[config.mk]
export PLATFORM = sky130hd
export DESIGN_NAME = pcbp_bit_acc
export DESIGN_NICKNAME = d
export VERILOG_FILES = /design/src/rtl/pcbp_pkg.sv /design/src/rtl/pcbp_bit_acc.sv
export SDC_FILE = /design/constraint.sdc
export NUM_CORES = 1
export LEC_CHECK = 0
export ABC_AREA = 1
export ABC_CLOCK_PERIOD_IN_PS = 2600
export BUFFER_PORTS_ARGS = -buffer_cell sky130_fd_sc_hd__buf_2
export CAP_MARGIN = 20
export CORE_UTILIZATION = 30
export DETAILED_ROUTE_END_ITERATION = 8
export PLACE_DENSITY = 0.58
export SYNTH_ARGS = -nofsm -noshare
export SYNTH_HDL_FRONTEND = slang
export SYNTH_SLANG_ARGS = --single-unit
[constraint.sdc]
create_clock -name i_clk -period 2.6 [get_ports i_clk]
set_input_delay 0.13 -clock i_clk [delete_from_list [all_inputs] [get_ports i_clk]]
set_output_delay 0.13 -clock i_clk [all_outputs]
set_load 0.02 [all_outputs]
[src/rtl/pcbp_pkg.sv]
// ----------------------------------------------------------------------------
// pcbp_pkg
// Shared types and constants for the prefix code bit packer.
// ----------------------------------------------------------------------------
package pcbp_pkg;

    localparam int MAX_CODE_LEN_DEF = 32;
    localparam int SYMBOL_COUNT_DEF = 256;

    localparam int BYTE_W  = 8;
    localparam int CODE_W  = 32;
    localparam int LEN_W   = 6;
    localparam int SYM_W   = 8;
    localparam int OP_W    = 2;
    localparam int BITS_W  = 4;
    // accumulator: up to 7 pending bits plus a full codeword, left-aligned
    localparam int ACC_W   = CODE_W + BYTE_W;
    localparam int CNT_W   = 6;

    localparam logic [OP_W-1:0] OP_LOAD   = 2'd0;
    localparam logic [OP_W-1:0] OP_ENCODE = 2'd1;
    localparam logic [OP_W-1:0] OP_FLUSH  = 2'd2;

    typedef enum logic [1:0] {
        ST_IDLE,
        ST_LOOK,
        ST_MERGE,
        ST_EMIT
    } t_state;

    typedef struct packed {
        logic wr_en;
        logic wr_valid;
        logic [CODE_W-1:0] wr_cw;
        logic [LEN_W-1:0]  wr_len;
        logic rd_en;
    } t_tbl_req;

    typedef struct packed {
        logic align;
        logic merge;
        logic emit;
        logic flush;
    } t_acc_cmd;

    typedef struct packed {
        logic has_byte;
        logic final_byte;
        logic has_pending;
    } t_acc_stat;

endpackage

[src/rtl/pcbp_bit_acc.sv]
// ----------------------------------------------------------------------------
// pcbp_bit_acc
// Left-aligned bit accumulator: aligns a codeword, merges it behind the
// pending bits, peels off bytes and right-aligns the partial byte to flush.
// ----------------------------------------------------------------------------
module pcbp_bit_acc (
    input  logic                          i_clk,
    input  logic                          i_rst_n,
    input  pcbp_pkg::t_acc_cmd            i_cmd,
    input  logic [pcbp_pkg::CODE_W-1:0]   i_cw,
    input  logic [pcbp_pkg::LEN_W-1:0]    i_len,
    output pcbp_pkg::t_acc_stat           o_stat,
    output logic [pcbp_pkg::BYTE_W-1:0]   o_byte,
    output logic [pcbp_pkg::BYTE_W-1:0]   o_flush_byte,
    output logic [pcbp_pkg::BITS_W-1:0]   o_flush_bits
);

    logic [pcbp_pkg::CODE_W-1:0] r_cw_al;
    logic [pcbp_pkg::LEN_W-1:0]  r_len;
    logic [pcbp_pkg::ACC_W-1:0]  r_acc;
    logic [pcbp_pkg::CNT_W-1:0]  r_cnt;
    logic [pcbp_pkg::LEN_W-1:0]  align_sh;
    logic [pcbp_pkg::BITS_W-1:0] flush_sh;

    // bits above the length fall off the top here
    assign align_sh = pcbp_pkg::LEN_W'(pcbp_pkg::CODE_W) - i_len;

    always_ff @(posedge i_clk) begin
        if (i_cmd.align) begin
            r_cw_al <= i_cw << align_sh;
            r_len   <= i_len;
        end
    end

    always_ff @(posedge i_clk) begin
        if (!i_rst_n) begin
            r_acc <= '0;
            r_cnt <= '0;
        end else if (i_cmd.flush) begin
            r_acc <= '0;
            r_cnt <= '0;
        end else if (i_cmd.merge) begin
            r_acc <= r_acc | ({r_cw_al, {pcbp_pkg::BYTE_W{1'b0}}} >> r_cnt);
            r_cnt <= r_cnt + pcbp_pkg::CNT_W'(r_len);
        end else if (i_cmd.emit) begin
            r_acc <= r_acc << pcbp_pkg::BYTE_W;
            r_cnt <= r_cnt - pcbp_pkg::CNT_W'(pcbp_pkg::BYTE_W);
        end
    end

    assign o_stat.has_byte    = r_cnt >= pcbp_pkg::CNT_W'(pcbp_pkg::BYTE_W);
    assign o_stat.final_byte  = r_cnt < pcbp_pkg::CNT_W'(2 * pcbp_pkg::BYTE_W);
    assign o_stat.has_pending = r_cnt != '0;

    assign o_byte = r_acc[pcbp_pkg::ACC_W-1 -: pcbp_pkg::BYTE_W];

    // right-align the partial byte
    assign flush_sh     = pcbp_pkg::BITS_W'(pcbp_pkg::BYTE_W)
                        - pcbp_pkg::BITS_W'(r_cnt[2:0]);
    assign o_flush_byte = o_byte >> flush_sh;
    assign o_flush_bits = pcbp_pkg::BITS_W'(r_cnt[2:0]);

endmodule

==> results of run 1 <==
state kept, by name (all words and copies together) (netlist names):
signal	cells
r_cw_al	32
r_cnt	6
r_acc	40
r_len	6
cells by family after synthesis:
| logic type | synth area share |
|---|---|
| DFF | 0.2865 |
| and+or+nand+nor | 0.4288 |
| xor gates and xnor gates | 0.01304 |
| AOI/OAI and AO/OA | 0.1486 |
| buffers and inverters | 0.09160 |
| muxes | 0.01252 |
| other | 0.0005210 |
| adders and majority gates | 0.01843 |
final cells by class:
class,count,area share
inverters,60,0.02782
flip-flops and latches,84,0.2547
well taps,319,0.04930
clock buffers,9,0.02782
clock inverters,7,0.01530
repair buffers,97,0.07202
multi-input cells,935,0.5530
routing by layer:
layer	vias to the layer above	track usage
met5	-	0
met4	0	0.06022
met3	33	0.02395
met2	291	0.2984
met1	3587	0.2744
li1	3975	-
final timing paths:
check,start,end,slack (ns)
worst min-delay path,i_len[4],r_len[4],0.008
worst max-delay path,r_cnt[0],o_flush_byte[3],0.23
worst min register to register,r_acc[25],r_acc[25],0.45
worst max register to register,r_cnt[0],r_acc[9],0.57
per-stage QoR:
step / worst slack [ns] / instance area, um^2
floorplan: 0.4510 / 7198
global placement: 0.5001 / 7726
detailed placement: 0.4584 / 7726
CTS: 0.2526 / 8095
global route: 0.03383 / 8095
finish: 0.2309 / 8095
cells in the final DEF (no fill, tap or decap), types with 11 or more instances in the layout:
cell type / count
a21oi_1: 47
a31oi_1: 12
buf_2: 65
buf_4: 29
dfxtp_1: 46
edfxtp_1: 38
inv_1: 50
nand2_1: 376
nand3_1: 230
nor2_1: 83
nor3_1: 11
o211ai_1: 11
o21ai_0: 68
o21ai_1: 14
cells in the mapped netlist (11+ instances only):
master	instances
a21oi_1	47
nand3_1	230
edfxtp_1	38
o21ai_0	68
clkbuf_1	26
nor2_1	83
o21ai_1	14
inv_1	50
buf_2	29
o211ai_1	11
buf_4	20
dfxtp_1	46
a31oi_1	12
nand2_1	376
nor3_1	11
critical path, stage by stage, from the launching register on:
cell and delay, ns:
dfxtp_1 0.31, inv_1 0.38, ha_1 0.44, inv_1 0.19, nor2_1 0.07, o32ai_1 0.28, buf_2 0.21
power breakdown:
part | total (mW) | internal (mW) | switching [mW]
registers | 1.57 | 1.49 | 0.0784
clock network | 1.51 | 0.947 | 0.566
logic | 1.43 | 0.449 | 0.977
==> flow_summary_export.csv, run 1 <==
group,metric,value,unit
outcome,status,"finished, final reports clean",
layout,final_cells,1511,
setup_path,required,2.47,ns
place,place.gp.congestion,0.9916,
setup_path,reg2reg_depth,12,
logic_synthesis,syn_area,0.007198,mm^2
floorplanning,rows,56,
layout,ff_latch_area,0.002062,mm^2
sta,slew_headroom,0.4175,
route,viasPerCell,5.219,
route,antenna_left,0,
sta,rsz0062_at_grt,"no",
global_route,grt-ovfl-total,0,
sta,period_minus_slack,2.369,ns
flow_run,cap_violations,0,
clock_network,cts_tree,"built",
global_route,grt_start_max_net_pins,49,
sta,max_freq,0.4221,GHz
clock_network,numCtsBuffers,9,
logic_synthesis,synth_area_per_cell,6.189,um^2
clock_network,post_cts_resized,0,
floorplanning,die_x,156.9,um
logic_synthesis,synth_largest_area_cell,"nand2_1",
power,finalPower,4.509,mW
route,dr_total_vias,7886,
setup_path,critPathArrivalTime,2.24,ns
setup_path,cp-end-kind,"output pin",
floorplanning,die_y,156.9,um
clock_network,post_cts_buffers,0,
route,drt-initial-drc-count,805,
floorplanning,core-area,0.02347,mm^2
logic_synthesis,syn_inst,1163,
logic_synthesis,synth_edf_count,38,
clock_network,cts-htree-levels,3,
sta,finalCritPeriodShare,0.9112,
logic_synthesis,async_reset_ff_frac,0,
floorplanning,start_util,0.3067,
route,met3_length,1420,um
global_route,grt_antenna_before_repair,0,
layout,fillers,2612,
clock_network,cts.clk_slew.worst_paths,0.06,ns
sta,worst_pin_slew,0.8738,ns
clock_network,clk_path_buf_depth,2,
sta,fin_setup_tns,0,ns
route,drt-met1-wl,11100,um
place,port_buffers,65,
sta,skew,0.008223,ns
route,dr.pass1.iters,6,
global_route,grt_usage,0.1921,
power,ir_drop,0.0003402,V
logic_synthesis,synth_seq_area_share,0.2865,
route,highest_layer,"met4",
logic_synthesis,yosys_warnings,0,
place,place_inst,1493,
sta,slew_viol_final,0,
layout,area_growth_syn_to_layout,12.46,%
layout,multi_input_area,0.004477,mm^2
setup_path,worstSetupPathType,"flop to output pin",
layout,diodes,0,
layout,drive_gt1_frac,0.1124,
logic_synthesis,ys_ff_latch,84,
route,wl_met2,10080,um
global_route,grt_pass1_wl,37170,um
min_path,whs_path_depth,1,
floorplanning,ios,67,
sta,timing.hold.ws,0.008180,ns
setup_path,worstSetupStartpointType,"flop",
min_path,hp-class,"primary input to flop",
logic_synthesis,synth_ff_type,"dfxtp_1",
clock_network,clock-sinks,84,
layout,layout.nets,1241,
setup_path,cp_max_fo,14,
route,wl_per_cell,15.24,um
power,p_leak,3.608,nW
logic_synthesis,yosysUniqueCellTypes,46,
place,dp_hpwl,17810,um
floorplanning,dieArea,0.02462,mm^2
clock_network,clockRootBuffer,"clkbuf_16",
power,p_per_area,556.9,mW/mm^2
route,drc_errors,0,
route,drt_wl_total,23020,um
sta,hold_violations,0,
sta,setup_violations,0,
clock_network,ctsHoldBuffers,2,
logic_synthesis,synth_top_area_frac,0.1961,
layout,final_core_util,0.3449,
global_route,grt_pass1_vias,7048,
logic_synthesis,syn_nets,1217,
logic_synthesis,synthTopCellsByArea,"nand2_1 20%, nand3_1 16%, edfxtp_1 16%",
clock_network,clkLatencyLatePin,0.35,ns
Power figures use the tool's default switching activity.
==> run 2: changes to the inputs <==
--- a/config.mk
+++ b/config.mk
@@ -7,11 +7,12 @@
 export LEC_CHECK = 0
 export ABC_AREA = 1
 export ABC_CLOCK_PERIOD_IN_PS = 2600
-export BUFFER_PORTS_ARGS = -buffer_cell sky130_fd_sc_hd__buf_2
 export CAP_MARGIN = 20
 export CORE_UTILIZATION = 30
 export DETAILED_ROUTE_END_ITERATION = 8
-export PLACE_DENSITY = 0.58
+export DONT_BUFFER_PORTS = 1
+export HOLD_SLACK_MARGIN = 0.02
+export PLACE_DENSITY = 0.56
 export SYNTH_ARGS = -nofsm -noshare
 export SYNTH_HDL_FRONTEND = slang
 export SYNTH_SLANG_ARGS = --single-unit
==> run 2 against run 1 <==
Effect of this change: non-clock buffer count shrank 56; largest power group unchanged; worst setup slack got worse by 0.054 ns; sequential power hardly changed; sequential share of layout area rose by 0.93 points; fmax decreased by 2.2%; count of clock-buffer cells in the layout is the same; clock power down 15%; critical path type unchanged.
==> flow_summary_export.csv, run 2 (same netlist as run 1, synthesis figures left out) <==
group,metric,value,unit
outcome,status,"finished, final reports clean",
route,drt_wl_total,23430,um
flow_run,cap_violations,0,
layout,drive_gt1_frac,0.06514,
floorplanning,core-area,0.02347,mm^2
setup_path,cp-end-kind,"output pin",
sta,period_minus_slack,2.423,ns
layout,diodes,0,
sta,slew_headroom,0.4436,
layout,layout.nets,1185,
route,wl_met2,10230,um
global_route,grt_pass1_wl,37920,um
layout,final_common_cell,"nand2_1",
setup_path,worstSetupPathType,"flop to output pin",
clock_network,numCtsBuffers,9,
layout,largest_register_ffs,40,
power,p_leak,3.348,nW
route,antenna_left,0,
setup_path,critPathLaunch,"r_cnt[0]",
layout,largestRegisters,"r_acc: 40 flops, r_cw_al: 32 flops",
global_route,grt_start_max_net_pins,39,
power,finalPower,4.227,mW
clock_network,clock-sinks,84,
place,port_buffers,0,
setup_path,required,2.47,ns
power,p_per_area,540.2,mW/mm^2
clock_network,cts-htree-levels,3,
route,met3_length,1734,um
sta,setup_violations,0,
route,dr.pass1.iters,8,
setup_path,worstSetupStartpointType,"flop",
place,place.gp.congestion,0.9661,
global_route,grt_antenna_before_repair,0,
floorplanning,ios,67,
sta,hold_violations,0,
floorplanning,die_x,156.9,um
floorplanning,die_y,156.9,um
route,viasPerCell,5.312,
sta,max_freq,0.4128,GHz
clock_network,clkLatencyLatePin,0.36,ns
clock_network,clk_path_buf_depth,2,
min_path,hp-class,"primary input to flop",
floorplanning,rows,56,
sta,worst_pin_slew,0.8319,ns
route,drt-met1-wl,10860,um
route,drt-initial-drc-count,735,
floorplanning,dieArea,0.02462,mm^2
setup_path,cp_max_fo,38,
clock_network,cts_tree,"built",
layout,final_cell_mix,"376 x nand2_1, 230 x nand3_1, 83 x nor2_1",
route,wl_per_cell,16.11,um
layout,regMostFlops,"r_acc",
layout,area_growth_syn_to_layout,8.691,%
setup_path,critPathArrivalTime,2.29,ns
power,ir_drop,0.0002819,V
setup_path,reg2reg_slack,0.57,ns
clock_network,cts.clk_slew.worst_paths,0.07,ns
setup_path,reg2reg_depth,12,
route,drc_errors,0,
sta,skew,0.007634,ns
sta,rsz0062_at_grt,"no",
global_route,grt_usage,0.1972,
floorplanning,start_util,0.3067,
setup_path,cp-endpoint,"o_flush_byte[3]",
route,dr_total_vias,7729,
place,dp_hpwl,17800,um
sta,slew_viol_final,0,
global_route,grt-ovfl-total,0,
route,highest_layer,"met4",
global_route,grt_pass1_vias,7088,
sta,fin_setup_tns,0,ns
sta,finalCritPeriodShare,0.9318,
setup_path,crit-reg2reg-launch,"r_cnt[0]",
setup_path,r2r-end,"r_acc[25]",
clock_network,clockRootBuffer,"clkbuf_16",
-- run 2: changes by cell type in the layout (fill, tap and decap cells not counted), moves of 3 or more --
cell | before | now
buf_2 | 65 | 0
dlygate4sd3_1 | 2 | 7
bufinv_16 | 3 | 0
inv_6 | 0 | 3
-- run 2: repair_timing --
action,in CTS,in global routing
resized for setup,0,1
buffers inserted,0,0
hold endpoints to repair,61,0
hold buffers,8,0
endpoints found under the setup margin,0,2
-- run 2: through the flow --
step           hold WS, ns  cells  utilization  cell area, um^2  setup WS [ns]
3_5_place_dp        0.2291   1431       0.3168             7437         0.4793
6_report           0.02653   1455       0.3333             7824         0.1773
5_1_grt            0.02571   1455       0.3333             7824        0.02976
2_1_floorplan       0.2289   1163            -             7198         0.4510
3_3_place_gp        0.2291   1431       0.3168             7437         0.4868
4_1_cts            0.02254   1455       0.3332             7821        0.07860
-- run 2: cell type report --
type                    instances  area, um^2
clock buffers                   9       225.2
clock inverters                 7       68.82
fillers                      2583       15650
inverters                      60       225.2
multi-input cells             935        4477
flip-flops and latches         84        2066
well taps                     319       399.1
repair buffers                 41       362.8
-- run 2: worst min path at each step --
stage	depth (start not counted)	slack, ns	endpoint	startpoint
floorplan	0	0.23	r_len[0]	i_len[0]
global placement	0	0.23	r_len[1]	i_len[1]
detailed placement	0	0.23	r_len[3]	i_len[3]
CTS	4	0.02	r_acc[25]	i_cmd[2]
global route	2	0.03	r_acc[36]	i_cmd[2]
finish	4	0.03	r_acc[25]	i_cmd[2]
-- run 2: per-layer routing --
metal | track usage | up-vias
li1 | - | 3871
met1 | 0.2730 | 3519
met2 | 0.3071 | 292
met3 | 0.03414 | 47
met4 | 0.06769 | 0
met5 | 0 | -
-- run 2: critical path: stages (launching register included) --
cell and delay (ns):
dfxtp_4 0.41, inv_1 0.07, buf_4 0.35, ha_1 0.39, inv_1 0.18, nor2_1 0.07
o32ai_1 0.28, buf_4 0.19
-- run 2: report_power, final --
| part | switching [mW] | internal (mW) | leakage (nW) |
|---|---|---|---|
| clock network | 0.610 | 0.672 | 0.138 |
| registers | 0.0892 | 1.49 | 0.742 |
| logic | 0.938 | 0.427 | 2.47 |
| total | 1.64 | 2.59 | 3.35 |
==> run 3: changes to the inputs <==
--- a/config.mk
+++ b/config.mk
@@ -13,6 +13,8 @@
 export DONT_BUFFER_PORTS = 1
 export HOLD_SLACK_MARGIN = 0.02
 export PLACE_DENSITY = 0.56
+export RECOVER_POWER = 50
 export SYNTH_ARGS = -nofsm -noshare
 export SYNTH_HDL_FRONTEND = slang
 export SYNTH_SLANG_ARGS = --single-unit
+export TNS_END_PERCENT = 20
==> run 3 against run 2 <==
Effect of this change: the run now ends with capacitance limit, slew limit left; wire length rose by 0.12%; fmax up 0.26%; clock power about the same; register-to-register slack got worse by 0.02 ns; critical path type unchanged; critical endpoint unchanged.
==> flow_summary_export.csv, run 3 (same netlist as run 1, synthesis figures left out) <==
group,metric,value,unit
setup_path,crit_family,"buffers and inverters",
clock_network,cts.clk_slew.worst_paths,0.07,ns
clock_network,cts-htree-levels,3,
global_route,busiest_layer,"met2",
setup_path,worstSetupPathType,"flop to output pin",
sta,setup_violations,0,
setup_path,reg2reg_slack,0.55,ns
setup_path,cp-end-kind,"output pin",
layout,stdcell_area,0.007777,mm^2
global_route,use_met2,0.3071,
layout,regMostFlops,"r_acc",
setup_path,cp_max_fo,38,
global_route,grt_start_max_net_pins,39,
layout,drive_gt1_frac,0.06074,
sta,worst_pin_slew,1.996,ns
global_route,grt_usage,0.1972,
sta,timing.hold.ws,0.03180,ns
sta,fin_setup_tns,0,ns
global_route,grt_pass1_vias,7088,
global_route,grt_pass1_wl,37920,um
global_route,grt_antenna_before_repair,0,
flow_run,cap_violations,1,
place,dp_hpwl,17800,um
setup_path,worstSetupStartpointType,"flop",
clock_network,numCtsBuffers,9,
outcome,failed_checks,"capacitance limit, slew limit",
layout,diodes,0,
sta,hold_violations,0,
min_path,hold_end,"r_acc[25]",
sta,skew,0.007676,ns
min_path,whs_path_depth,4,
floorplanning,dieArea,0.02462,mm^2
setup_path,critPathArrivalTime,2.29,ns
floorplanning,rows,56,
place,place.gp.congestion,0.9661,
route,viasPerCell,5.327,
place,port_buffers,0,
clock_network,clockRootBuffer,"clkbuf_16",
clock_network,clkLatencyLatePin,0.36,ns
route,antenna_left,0,
clock_network,post_cts_buffers,0,
place,dpl-instance-area,0.007437,mm^2
layout,final_common_cell,"nand2_1",
setup_path,r2r-end,"r_acc[25]",
route,wl_per_cell,16.12,um
setup_path,crit-reg2reg-launch,"r_cnt[0]",
layout,final_core_util,0.3313,
layout,final_cell_mix,"376 x nand2_1, 230 x nand3_1, 84 x nor2_1",
floorplanning,start_util,0.3067,
clock_network,cts_tree,"built",
power,p_leak,3.338,nW
sta,slew_headroom,-0.3309,
min_path,hp-class,"primary input to flop",
layout,largest_register_ffs,40,
clock_network,clk_path_buf_depth,2,
floorplanning,die_x,156.9,um
setup_path,reg2reg_depth,12,
sta,max_freq,0.4138,GHz
setup_path,slowest_delay,0.41,ns
sta,period_minus_slack,2.417,ns
sta,slew_viol_final,39,
sta,finalCritPeriodShare,0.9294,
setup_path,critical_path.cell_chain,"inv_1, buf_4, ha_1, inv_1, nor2_1, o32ai_1, buf_4",
route,dr.pass1.iters,8,
route,drc_errors,0,
route,dr_total_vias,7751,
setup_path,required,2.47,ns
clock_network,clock-sinks,84,
power,ir_drop,0.0002797,V
layout,area_growth_syn_to_layout,8.048,%
floorplanning,ios,67,
min_path,worstHoldStart,"i_cmd[2]",
global_route,grtUsageMet3,0.03414,
floorplanning,die_y,156.9,um
sta,rsz0062_at_grt,"no",
outcome,status,"finished with violations",
layout,layout.nets,1185,
setup_path,path_buf_inv,4,
layout,largestRegisters,"r_acc: 40 flops, r_cw_al: 32 flops",
setup_path,crit_slowest_cell,"dfxtp_4",
route,drt-initial-drc-count,746,
floorplanning,core-area,0.02347,mm^2
route,drt_wl_total,23460,um
power,p_per_area,541.7,mW/mm^2
global_route,grt-ovfl-total,0,
global_route,grt_use_met1,0.2730,
## run 3: power by group
group	switching (mW)	total (mW)	internal (mW)
Clock	0.608	1.28	0.673
Combinational	0.933	1.35	0.420
Sequential	0.0889	1.58	1.49
Total	1.63	4.21	2.58
## run 3: final cells by class
class	count	area, um^2
multi-input cells	935	4447
clock buffers	9	225.2
flip-flops and latches	84	2066
clock inverters	7	68.82
repair buffers	41	346.6
inverters	60	225.2
fillers	2586	15700
well taps	319	399.1
## run 3: timing repair
action / 4_1_cts / 5_1_grt
hold endpoints to repair: 61 / 0
hold buffers: 8 / 0
gates resized for setup: 0 / 1
setup endpoints to repair: 0 / 2
## run 3: tightest hold or removal path, cell delays in order
cell,delay [ns]
nor2_1,0.02
nor2_1,0.09
nand2_1,0.06
nand2_1,0.04
## run 3: worst max path at each step
stage / cells after the start / slack [ns] / start / end
floorplan: 8 / 0.45 / r_cnt[1] / o_flush_byte[3]
global placement: 7 / 0.49 / r_cnt[0] / o_flush_byte[3]
detailed placement: 7 / 0.48 / r_cnt[0] / o_flush_byte[3]
CTS: 7 / 0.08 / r_cnt[0] / o_flush_byte[3]
global route: 7 / 0.03 / r_cnt[0] / o_flush_byte[3]
finish: 7 / 0.18 / r_cnt[0] / o_flush_byte[3]
## run 3: per-layer routing
layer,vias up,part of all wire
met5,-,0
met4,0,0.025
met3,44,0.071
met2,280,0.44
met1,3556,0.46
li1,3871,-
## run 3: stage by stage
stage / worst slack, ns / cells / power [mW]
final: 0.1835 / 1455 / 4.213
after global routing: 0.02976 / 1455 / 4.470
after CTS: 0.07860 / 1455 / 4.233
after detailed placement: 0.4793 / 1431 / 2.929
after global placement: 0.4868 / 1431 / 2.930
after floorplan: 0.4510 / 1163 / 2.592
